$ cat src/sv/nls_pkg.sv
// ----------------------------------------------------------------------------
// nls_pkg
// Shared types and constants for the numeric literal scanner.
// ----------------------------------------------------------------------------
package nls_pkg;

  localparam int unsigned MAX_LEN_DEF = 255;
  localparam int unsigned CNT_W       = 8;

  typedef enum logic [2:0] {
    PH_IDLE    = 3'd0,
    PH_START   = 3'd1,
    PH_SIGNED  = 3'd2,
    PH_ZERO    = 3'd3,
    PH_BODY    = 3'd4,
    PH_EXPSIGN = 3'd5,
    PH_EXPDIG  = 3'd6
  } phase_t;

  typedef enum logic [1:0] {
    BASE_BIN = 2'd0,
    BASE_OCT = 2'd1,
    BASE_DEC = 2'd2,
    BASE_HEX = 2'd3
  } base_t;

  typedef struct packed {
    phase_t           phase;
    base_t            base_sel;
    logic             dot_seen;
    logic             exp_seen;
    logic             minus_seen;
    logic             text_empty;
    logic [CNT_W-1:0] count;
  } scan_st_t;

  typedef struct packed {
    logic kept;
    logic zero_inserted;
    logic finished;
  } scan_flags_t;

  localparam scan_st_t SCAN_RST = '{
    phase:      PH_IDLE,
    base_sel:   BASE_DEC,
    dot_seen:   1'b0,
    exp_seen:   1'b0,
    minus_seen: 1'b0,
    text_empty: 1'b1,
    count:      '0
  };

endpackage

$ cat src/sv/numeric_literal_scanner.sv
// ----------------------------------------------------------------------------
// numeric_literal_scanner
// Character-serial lexer for signed binary, octal, decimal and hex literals.
// ----------------------------------------------------------------------------
// One character word is taken per cycle with no bubbles while the result side
// does not stall; an accepted character is held in the input register, and its
// result word is loaded from there into the result register, which drives
// out_valid. Throughput is set by the scan state update, which is a loop from
// the state register through the step logic and back. Stalls on the result side
// hold the input register and then drop in_ready.
module numeric_literal_scanner #(
  parameter int unsigned MAX_LEN = nls_pkg::MAX_LEN_DEF
) (
  input  logic       clk,
  input  logic       rst_n,
  input  logic       in_valid,
  output logic       in_ready,
  input  logic [7:0] in_ch,
  input  logic       in_first,
  input  logic       in_last,
  output logic       out_valid,
  input  logic       out_ready,
  output logic       out_kept,
  output logic       out_zero_inserted,
  output logic       out_finished,
  output logic [7:0] out_length,
  output logic [1:0] out_base_code,
  output logic       out_is_float,
  output logic       out_has_exponent,
  output logic       out_negative
);

  logic       stg_valid_r;
  logic [7:0] stg_ch_r;
  logic       stg_first_r;
  logic       stg_last_r;

  nls_pkg::scan_st_t    st_r, st_nxt;
  nls_pkg::scan_flags_t flags;
  nls_pkg::scan_flags_t out_flags_r;
  nls_pkg::scan_st_t    out_st_r;
  logic                 out_valid_r;
  logic                 advance;

  assign advance  = stg_valid_r && (!out_valid_r || out_ready);
  assign in_ready = !stg_valid_r || advance;

  always_ff @(posedge clk) begin
    if (!rst_n) begin
      stg_valid_r <= 1'b0;
    end else if (in_ready) begin
      stg_valid_r <= in_valid;
    end
  end

  always_ff @(posedge clk) begin
    if (in_ready && in_valid) begin
      stg_ch_r    <= in_ch;
      stg_first_r <= in_first;
      stg_last_r  <= in_last;
    end
  end

  nls_step #(
    .MAX_LEN(MAX_LEN)
  ) u_step (
    .st     (st_r),
    .ch     (stg_ch_r),
    .first  (stg_first_r),
    .last   (stg_last_r),
    .st_nxt (st_nxt),
    .flags  (flags)
  );

  always_ff @(posedge clk) begin
    if (!rst_n) begin
      st_r        <= nls_pkg::SCAN_RST;
      out_valid_r <= 1'b0;
    end else begin
      if (advance) begin
        st_r <= st_nxt;
      end
      if (advance) begin
        out_valid_r <= 1'b1;
      end else if (out_ready) begin
        out_valid_r <= 1'b0;
      end
    end
  end

  always_ff @(posedge clk) begin
    if (advance) begin
      out_flags_r <= flags;
      out_st_r    <= st_nxt;
    end
  end

  assign out_valid         = out_valid_r;
  assign out_kept          = out_flags_r.kept;
  assign out_zero_inserted = out_flags_r.zero_inserted;
  assign out_finished      = out_flags_r.finished;
  assign out_length        = out_st_r.count;
  assign out_base_code     = out_st_r.base_sel;
  assign out_is_float      = out_st_r.dot_seen;
  assign out_has_exponent  = out_st_r.exp_seen;
  assign out_negative      = out_st_r.minus_seen;

  // a finished word always leaves the scanner idle
  a_fin_idle: assert property (@(posedge clk) disable iff (!rst_n)
    advance && flags.finished |=> st_r.phase == nls_pkg::PH_IDLE)
    else $error("scanner not idle after finished word");

  // inserted zero only ever comes with a kept dot
  a_zins_dot: assert property (@(posedge clk) disable iff (!rst_n)
    out_valid && out_zero_inserted |-> out_kept && out_is_float)
    else $error("zero inserted without a kept dot");

  // exponent only exists in decimal literals
  a_exp_dec: assert property (@(posedge clk) disable iff (!rst_n)
    out_valid && out_has_exponent |-> out_base_code == nls_pkg::BASE_DEC)
    else $error("exponent outside decimal base");

  // a stalled result keeps the staged word and the scan state in place
  a_stall_hold: assert property (@(posedge clk) disable iff (!rst_n)
    stg_valid_r && out_valid_r && !out_ready |=> stg_valid_r && $stable(st_r))
    else $error("scan state moved during result stall");

endmodule

$ cat src/sv/nls_step.sv
// ----------------------------------------------------------------------------
// nls_step
// Single-character scan step: next scan state and per-character flags.
// ----------------------------------------------------------------------------
module nls_step #(
  parameter int unsigned MAX_LEN = nls_pkg::MAX_LEN_DEF
) (
  input  nls_pkg::scan_st_t    st,
  input  logic [7:0]           ch,
  input  logic                 first,
  input  logic                 last,
  output nls_pkg::scan_st_t    st_nxt,
  output nls_pkg::scan_flags_t flags
);

  localparam int unsigned LenCapInt = (MAX_LEN > 255) ? 255 : MAX_LEN;
  localparam logic [nls_pkg::CNT_W-1:0] LenCap = nls_pkg::CNT_W'(LenCapInt);

  localparam logic [7:0] ChX     = 8'h78;
  localparam logic [7:0] ChB     = 8'h62;
  localparam logic [7:0] ChDot   = 8'h2e;
  localparam logic [7:0] ChLoE   = 8'h65;
  localparam logic [7:0] ChUpE   = 8'h45;
  localparam logic [7:0] ChMinus = 8'h2d;
  localparam logic [7:0] ChPlus  = 8'h2b;
  localparam logic [7:0] ChZero  = 8'h30;

  nls_pkg::scan_st_t s0;
  nls_pkg::base_t    base_eff;
  logic is_sign, is_dec, is_01, is_27, is_89, is_hexl, is_e;
  logic go_signed, zero_other, go_body, go_expdig;
  logic kept, consumed, reject, zins;

  always_comb begin
    s0 = first ? nls_pkg::SCAN_RST : st;
    if (first) begin
      s0.phase = nls_pkg::PH_START;
    end

    is_sign = (ch == ChMinus) || (ch == ChPlus);
    is_dec  = (ch >= 8'h30) && (ch <= 8'h39);
    is_01   = (ch == 8'h30) || (ch == 8'h31);
    is_27   = (ch >= 8'h32) && (ch <= 8'h37);
    is_89   = (ch == 8'h38) || (ch == 8'h39);
    is_hexl = ((ch >= 8'h61) && (ch <= 8'h64)) || (ch == 8'h66) ||
              ((ch >= 8'h41) && (ch <= 8'h44)) || (ch == 8'h46);
    is_e    = (ch == ChLoE) || (ch == ChUpE);

    // fall-through chains: start -> signed -> body, zero -> body, exp sign -> exp digits
    go_signed  = (s0.phase == nls_pkg::PH_SIGNED) ||
                 ((s0.phase == nls_pkg::PH_START) && !is_sign);
    zero_other = (s0.phase == nls_pkg::PH_ZERO) &&
                 !((ch == ChX) || (ch == ChB) || (ch == ChDot));
    go_body    = (s0.phase == nls_pkg::PH_BODY) || (go_signed && (ch != ChZero)) ||
                 zero_other;
    go_expdig  = (s0.phase == nls_pkg::PH_EXPDIG) ||
                 ((s0.phase == nls_pkg::PH_EXPSIGN) && !is_sign);
    base_eff   = zero_other ? nls_pkg::BASE_OCT : s0.base_sel;

    st_nxt   = s0;
    kept     = 1'b0;
    consumed = 1'b0;
    reject   = 1'b0;
    zins     = 1'b0;

    if (s0.phase != nls_pkg::PH_IDLE) begin
      if ((s0.phase == nls_pkg::PH_START) && is_sign) begin
        consumed          = 1'b1;
        st_nxt.minus_seen = (ch == ChMinus);
        st_nxt.phase      = nls_pkg::PH_SIGNED;
      end else if (go_signed && (ch == ChZero)) begin
        kept         = 1'b1;
        st_nxt.phase = nls_pkg::PH_ZERO;
      end else if ((s0.phase == nls_pkg::PH_ZERO) && !zero_other) begin
        kept         = 1'b1;
        st_nxt.phase = nls_pkg::PH_BODY;
        priority if (ch == ChX) begin
          st_nxt.base_sel = nls_pkg::BASE_HEX;
        end else if (ch == ChB) begin
          st_nxt.base_sel = nls_pkg::BASE_BIN;
        end else begin
          st_nxt.base_sel = nls_pkg::BASE_DEC;
          st_nxt.dot_seen = 1'b1;
        end
      end else if (go_body) begin
        st_nxt.phase    = nls_pkg::PH_BODY;
        st_nxt.base_sel = base_eff;
        priority if (is_01) begin
          kept = 1'b1;
        end else if (is_27) begin
          kept = (base_eff != nls_pkg::BASE_BIN);
        end else if (is_89) begin
          kept = (base_eff == nls_pkg::BASE_DEC) || (base_eff == nls_pkg::BASE_HEX);
        end else if (is_hexl) begin
          kept = (base_eff == nls_pkg::BASE_HEX);
        end else if (ch == ChDot) begin
          if (!s0.dot_seen) begin
            kept            = 1'b1;
            zins            = s0.text_empty;
            st_nxt.dot_seen = 1'b1;
          end
        end else if (is_e) begin
          if (base_eff == nls_pkg::BASE_HEX) begin
            kept = 1'b1;
          end else if (base_eff == nls_pkg::BASE_DEC) begin
            kept            = 1'b1;
            st_nxt.exp_seen = 1'b1;
            st_nxt.phase    = nls_pkg::PH_EXPSIGN;
          end
        end else begin
          kept = 1'b0;
        end
        reject = !kept;
      end else if ((s0.phase == nls_pkg::PH_EXPSIGN) && is_sign) begin
        kept         = 1'b1;
        st_nxt.phase = nls_pkg::PH_EXPDIG;
      end else if (go_expdig) begin
        st_nxt.phase = nls_pkg::PH_EXPDIG;
        kept         = is_dec;
        reject       = !is_dec;
      end

      if (kept) begin
        consumed          = 1'b1;
        st_nxt.text_empty = 1'b0;
      end
      if (consumed && (s0.count < LenCap)) begin
        st_nxt.count = s0.count + 1'b1;
      end
      if (reject || last) begin
        st_nxt.phase = nls_pkg::PH_IDLE;
      end
    end

    flags.kept          = kept;
    flags.zero_inserted = zins;
    flags.finished      = (s0.phase != nls_pkg::PH_IDLE) && (reject || last);
  end

endmodule

$ cat config.mk
export PLATFORM = sky130hd
export DESIGN_NAME = numeric_literal_scanner
export DESIGN_NICKNAME = d
export VERILOG_FILES = /design/src/sv/nls_pkg.sv /design/src/sv/numeric_literal_scanner.sv /design/src/sv/nls_step.sv
export SDC_FILE = /design/constraint.sdc
export NUM_CORES = 1
export LEC_CHECK = 0
export ABC_AREA = 1
export BUFFER_PORTS_ARGS = -buffer_cell sky130_fd_sc_hd__clkbuf_2
export CAP_MARGIN = 20
export CORE_MARGIN = 2
export CORE_UTILIZATION = 50
export CTS_BUF_LIST = sky130_fd_sc_hd__clkbuf_4
export DETAILED_ROUTE_END_ITERATION = 16
export GPL_ROUTABILITY_DRIVEN = 0
export GPL_TIMING_DRIVEN = 0
export PLACE_DENSITY_LB_ADDON = 0.3
export SYNTH_ARGS = -nofsm -noshare
export SYNTH_HDL_FRONTEND = slang
export SYNTH_SLANG_ARGS = --single-unit
$ cat constraint.sdc
create_clock -name clk -period 5.09 [get_ports clk]
set_input_delay 1.018 -clock clk [delete_from_list [all_inputs] [get_ports clk]]
set_output_delay 1.018 -clock clk [all_outputs]
set_load 0.1 [all_outputs]
==> run summary <==
status - completed
die area - 5645 um^2
num rows - 25
Final min period - 2738 ps
IO Count - 32
Adder-Cell Fraction of Synth Area - 0.004946
CP bufs+invs - 3
R2R Path Start - stg_first_r$_DFFE_PP_
Mapped Cells - 331
min-delay src - st_r[13]$_SDFFE_PN1P_
CP max stage delay - 480 ps
top post-synthesis cells by area - edfxtp_1 31%, dfxtp_1 15%, nand2_1 10%, inv_1 7.9%, nor2_1 5.9%
CP arrival - 1720 ps
antenna violations before repair - 0
largest net degree at the start of global routing - 26
clock root cell - clkbuf_4
routed wire length - 5113 um
Synth Area in Compound Gates - 0.09990
Max Freq - 365.2 MHz
H-Tree Depth - 2
post-synthesis sequential area ratio - 0.4590
Bufs on Longest Clock Path - 2
die width - 75.13 um
FF-to-FF path depth - 11
total track usage - 0.2021
crit share post-route - 0.5379
Post CTS Setup Buffer Count - 0
Synth Area in XOR/XNOR - 0.02077
Vias - 2221
commonest non-fill, non-tap cell in the layout - nand2_1
Worst path top cell family by delay - buffers and inverters
Syn Area/Cell - 7.643 um^2
area share of the largest cell type after synthesis - 0.3086
WL/cell - 11.70 um
most frequent cells in the layout - 69 x nand2_1, 53 x inv_1, 40 x nor2_1, 31 x clkbuf_2, 28 x nand3_1
synth unique cells - 36
later-pin clock latency in the skew report - 370 ps
initial core utilization - 0.5286
CTS buffer count - 5
simple-gate share of the synthesized area - 0.3180
largest family of logic cells by synthesized area - simple AND/OR/NAND/NOR gates
Sink Count - 45
Min-Delay Endpoint - st_r[13]$_SDFFE_PN1P_
multiplexer area fraction after synthesis - 0
Min-Delay Path Class - flop to flop
Worst Hold Depth - 2
worst-path cell chain - clkbuf_2 -> inv_1 -> nand3_1 -> clkbuf_2
DR vias/cell - 5.082
PD cells - 272.7 nW/um^2
share of layout cells above drive strength 1 - 0.1811
Worst Skew - 18.44 ps
crit-path max FO - 3
register bit total from synthesis - 45
max-cap violations - 0
CORE AREA - 4786 um^2
P&R area growth vs syn - 12.76%
global-route wire length before repair - 8694 um
# DRC - 0
CP endpoint kind - primary output
Post-Synthesis Cell Area - 2530 um^2
nets - 384
# fillers - 446
syn_nets - 346
cell taking the most area after synthesis - edfxtp_1
HPWL after DPL - 3876 um
cts hold-fix bufs - 0
unrepaired setup endpoints after global routing - false
post-route ant nets - 0
Clock Pin Slew Worst Setup and Hold Paths - 130 ps
Final setup viols - 0
Slew headroom - 0.6407
Hold Violations, Final - 0
worst endpoint required time - 4070 ps
Port Buffers - 31
crit path kind - input port to primary output
Initial DRC Count - 145
crit start category - input port
Pins Over Slew Limit - 0
Slew @ Worst Pin - 541.3 ps
post-CTS resize count - 0
Leak - 1.340 nW
Overflow after GRT - 0
final design utilization - 0.5961
R2R Path End - out_length[7]$_DFFE_PP_
First-pass DRT Iterations - 4
# diodes - 0
VDD IR max - 0.1805 mV
slowest stage cell, crit path - clkbuf_2
WP depth - 4
setup_tns - 0 ps
Yosys warnings - 0
R2R Setup Slk - 2630 ps
number of global-route vias before repair - 1979
cell mode on critical path - clkbuf_2
CTS tree - built
Die Y - 75.13 um
[registers in the layout (all words and copies together), names as in the netlist]
signal,count
stg_valid_r,1
out_zero_inserted,1
out_kept,1
out_is_float,1
out_has_exponent,1
out_finished,1
out_negative,1
stg_last_r,1
stg_first_r,1
out_valid,1
stg_ch_r,8
out_length,8
out_base_code,2
st_r,17
[routing by layer]
layer | up-vias | part of all wire | global-route usage
met3 | 6 | 0.057 | 0.04016
met5 | - | 0 | 0
met2 | 72 | 0.45 | 0.3197
li1 | 1150 | - | -
met4 | 0 | 0.0086 | 0.05458
met1 | 993 | 0.49 | 0.2852
[cells by family after synthesis]
kind of cell	count (synthesis)
fa+ha+maj	1
xor+xnor	6
simple gates	171
flops	45
compound gates	46
buf+inv	62
[worst max path at each step]
stage	start	to	slack, ps
after CTS	out_ready	in_ready	2350
final	out_ready	in_ready	2350
after global routing	out_ready	in_ready	2310
after detailed placement	out_ready	in_ready	2360
after floorplan	out_valid$_SDFFE_PN0P_	in_ready	2080
after global placement	out_ready	in_ready	2380
[tightest hold or removal path, delay by kind of cell (launching register included)]
family | cells | cell delay (ps)
DFF | 1 | 320
buffers and inverters | 1 | 60
AOI/OAI and AO/OA | 1 | 80
[synthesized netlist by cell type (all sizes together)]
master	n
o32ai	1
ha	1
o22ai	1
clkbuf	4
a21oi	24
dfxtp	19
xor2	4
nand3	30
nor2	43
o31ai	1
a31oi	1
clkinv	1
o21ai	14
o21bai	1
o211ai	2
edfxtp	26
xnor2	2
a211oi	1
nand2	85
nand4	6
nor3	7
inv	55
buf	2
[power breakdown]
group          internal (mW)  switching, mW  total (mW)  leakage (nW)
Sequential             0.406        0.00987       0.416         0.405
Combinational         0.0309          0.104       0.135         0.889
Clock                  0.110          0.117       0.227        0.0459
Total                  0.547          0.231       0.778          1.34
[area by class of cell]
type | instances | area, um^2 | area share
Sequential cell | 45 | 1161 | 0.4070
Clock inverter | 2 | 38.79 | 0.01360
Clock buffer | 6 | 45.04 | 0.01579
Tap cell | 67 | 83.83 | 0.02939
Buffer | 6 | 31.28 | 0.01096
Timing Repair Buffer | 31 | 155.1 | 0.05439
Multi-Input combinational cell | 224 | 1122 | 0.3934
Inverter | 56 | 215.2 | 0.07544
[per-stage QoR]
stage          setup WS (ps)  power, mW  hold slack, ps  std cells  instance area [um^2]
6_report                2352     0.7779           497.4        437                  2853
5_1_grt                 2311     0.8109           540.5        437                  2853
4_1_cts                 2353     0.7829           495.2        437                  2853
3_5_place_dp            2355     0.5583           470.0        429                  2769
3_3_place_gp            2375     0.5556           453.2        429                  2769
2_1_floorplan           2082     0.5306           443.6        331                  2530
No activity file was read; power rests on OpenSTA's default activity.
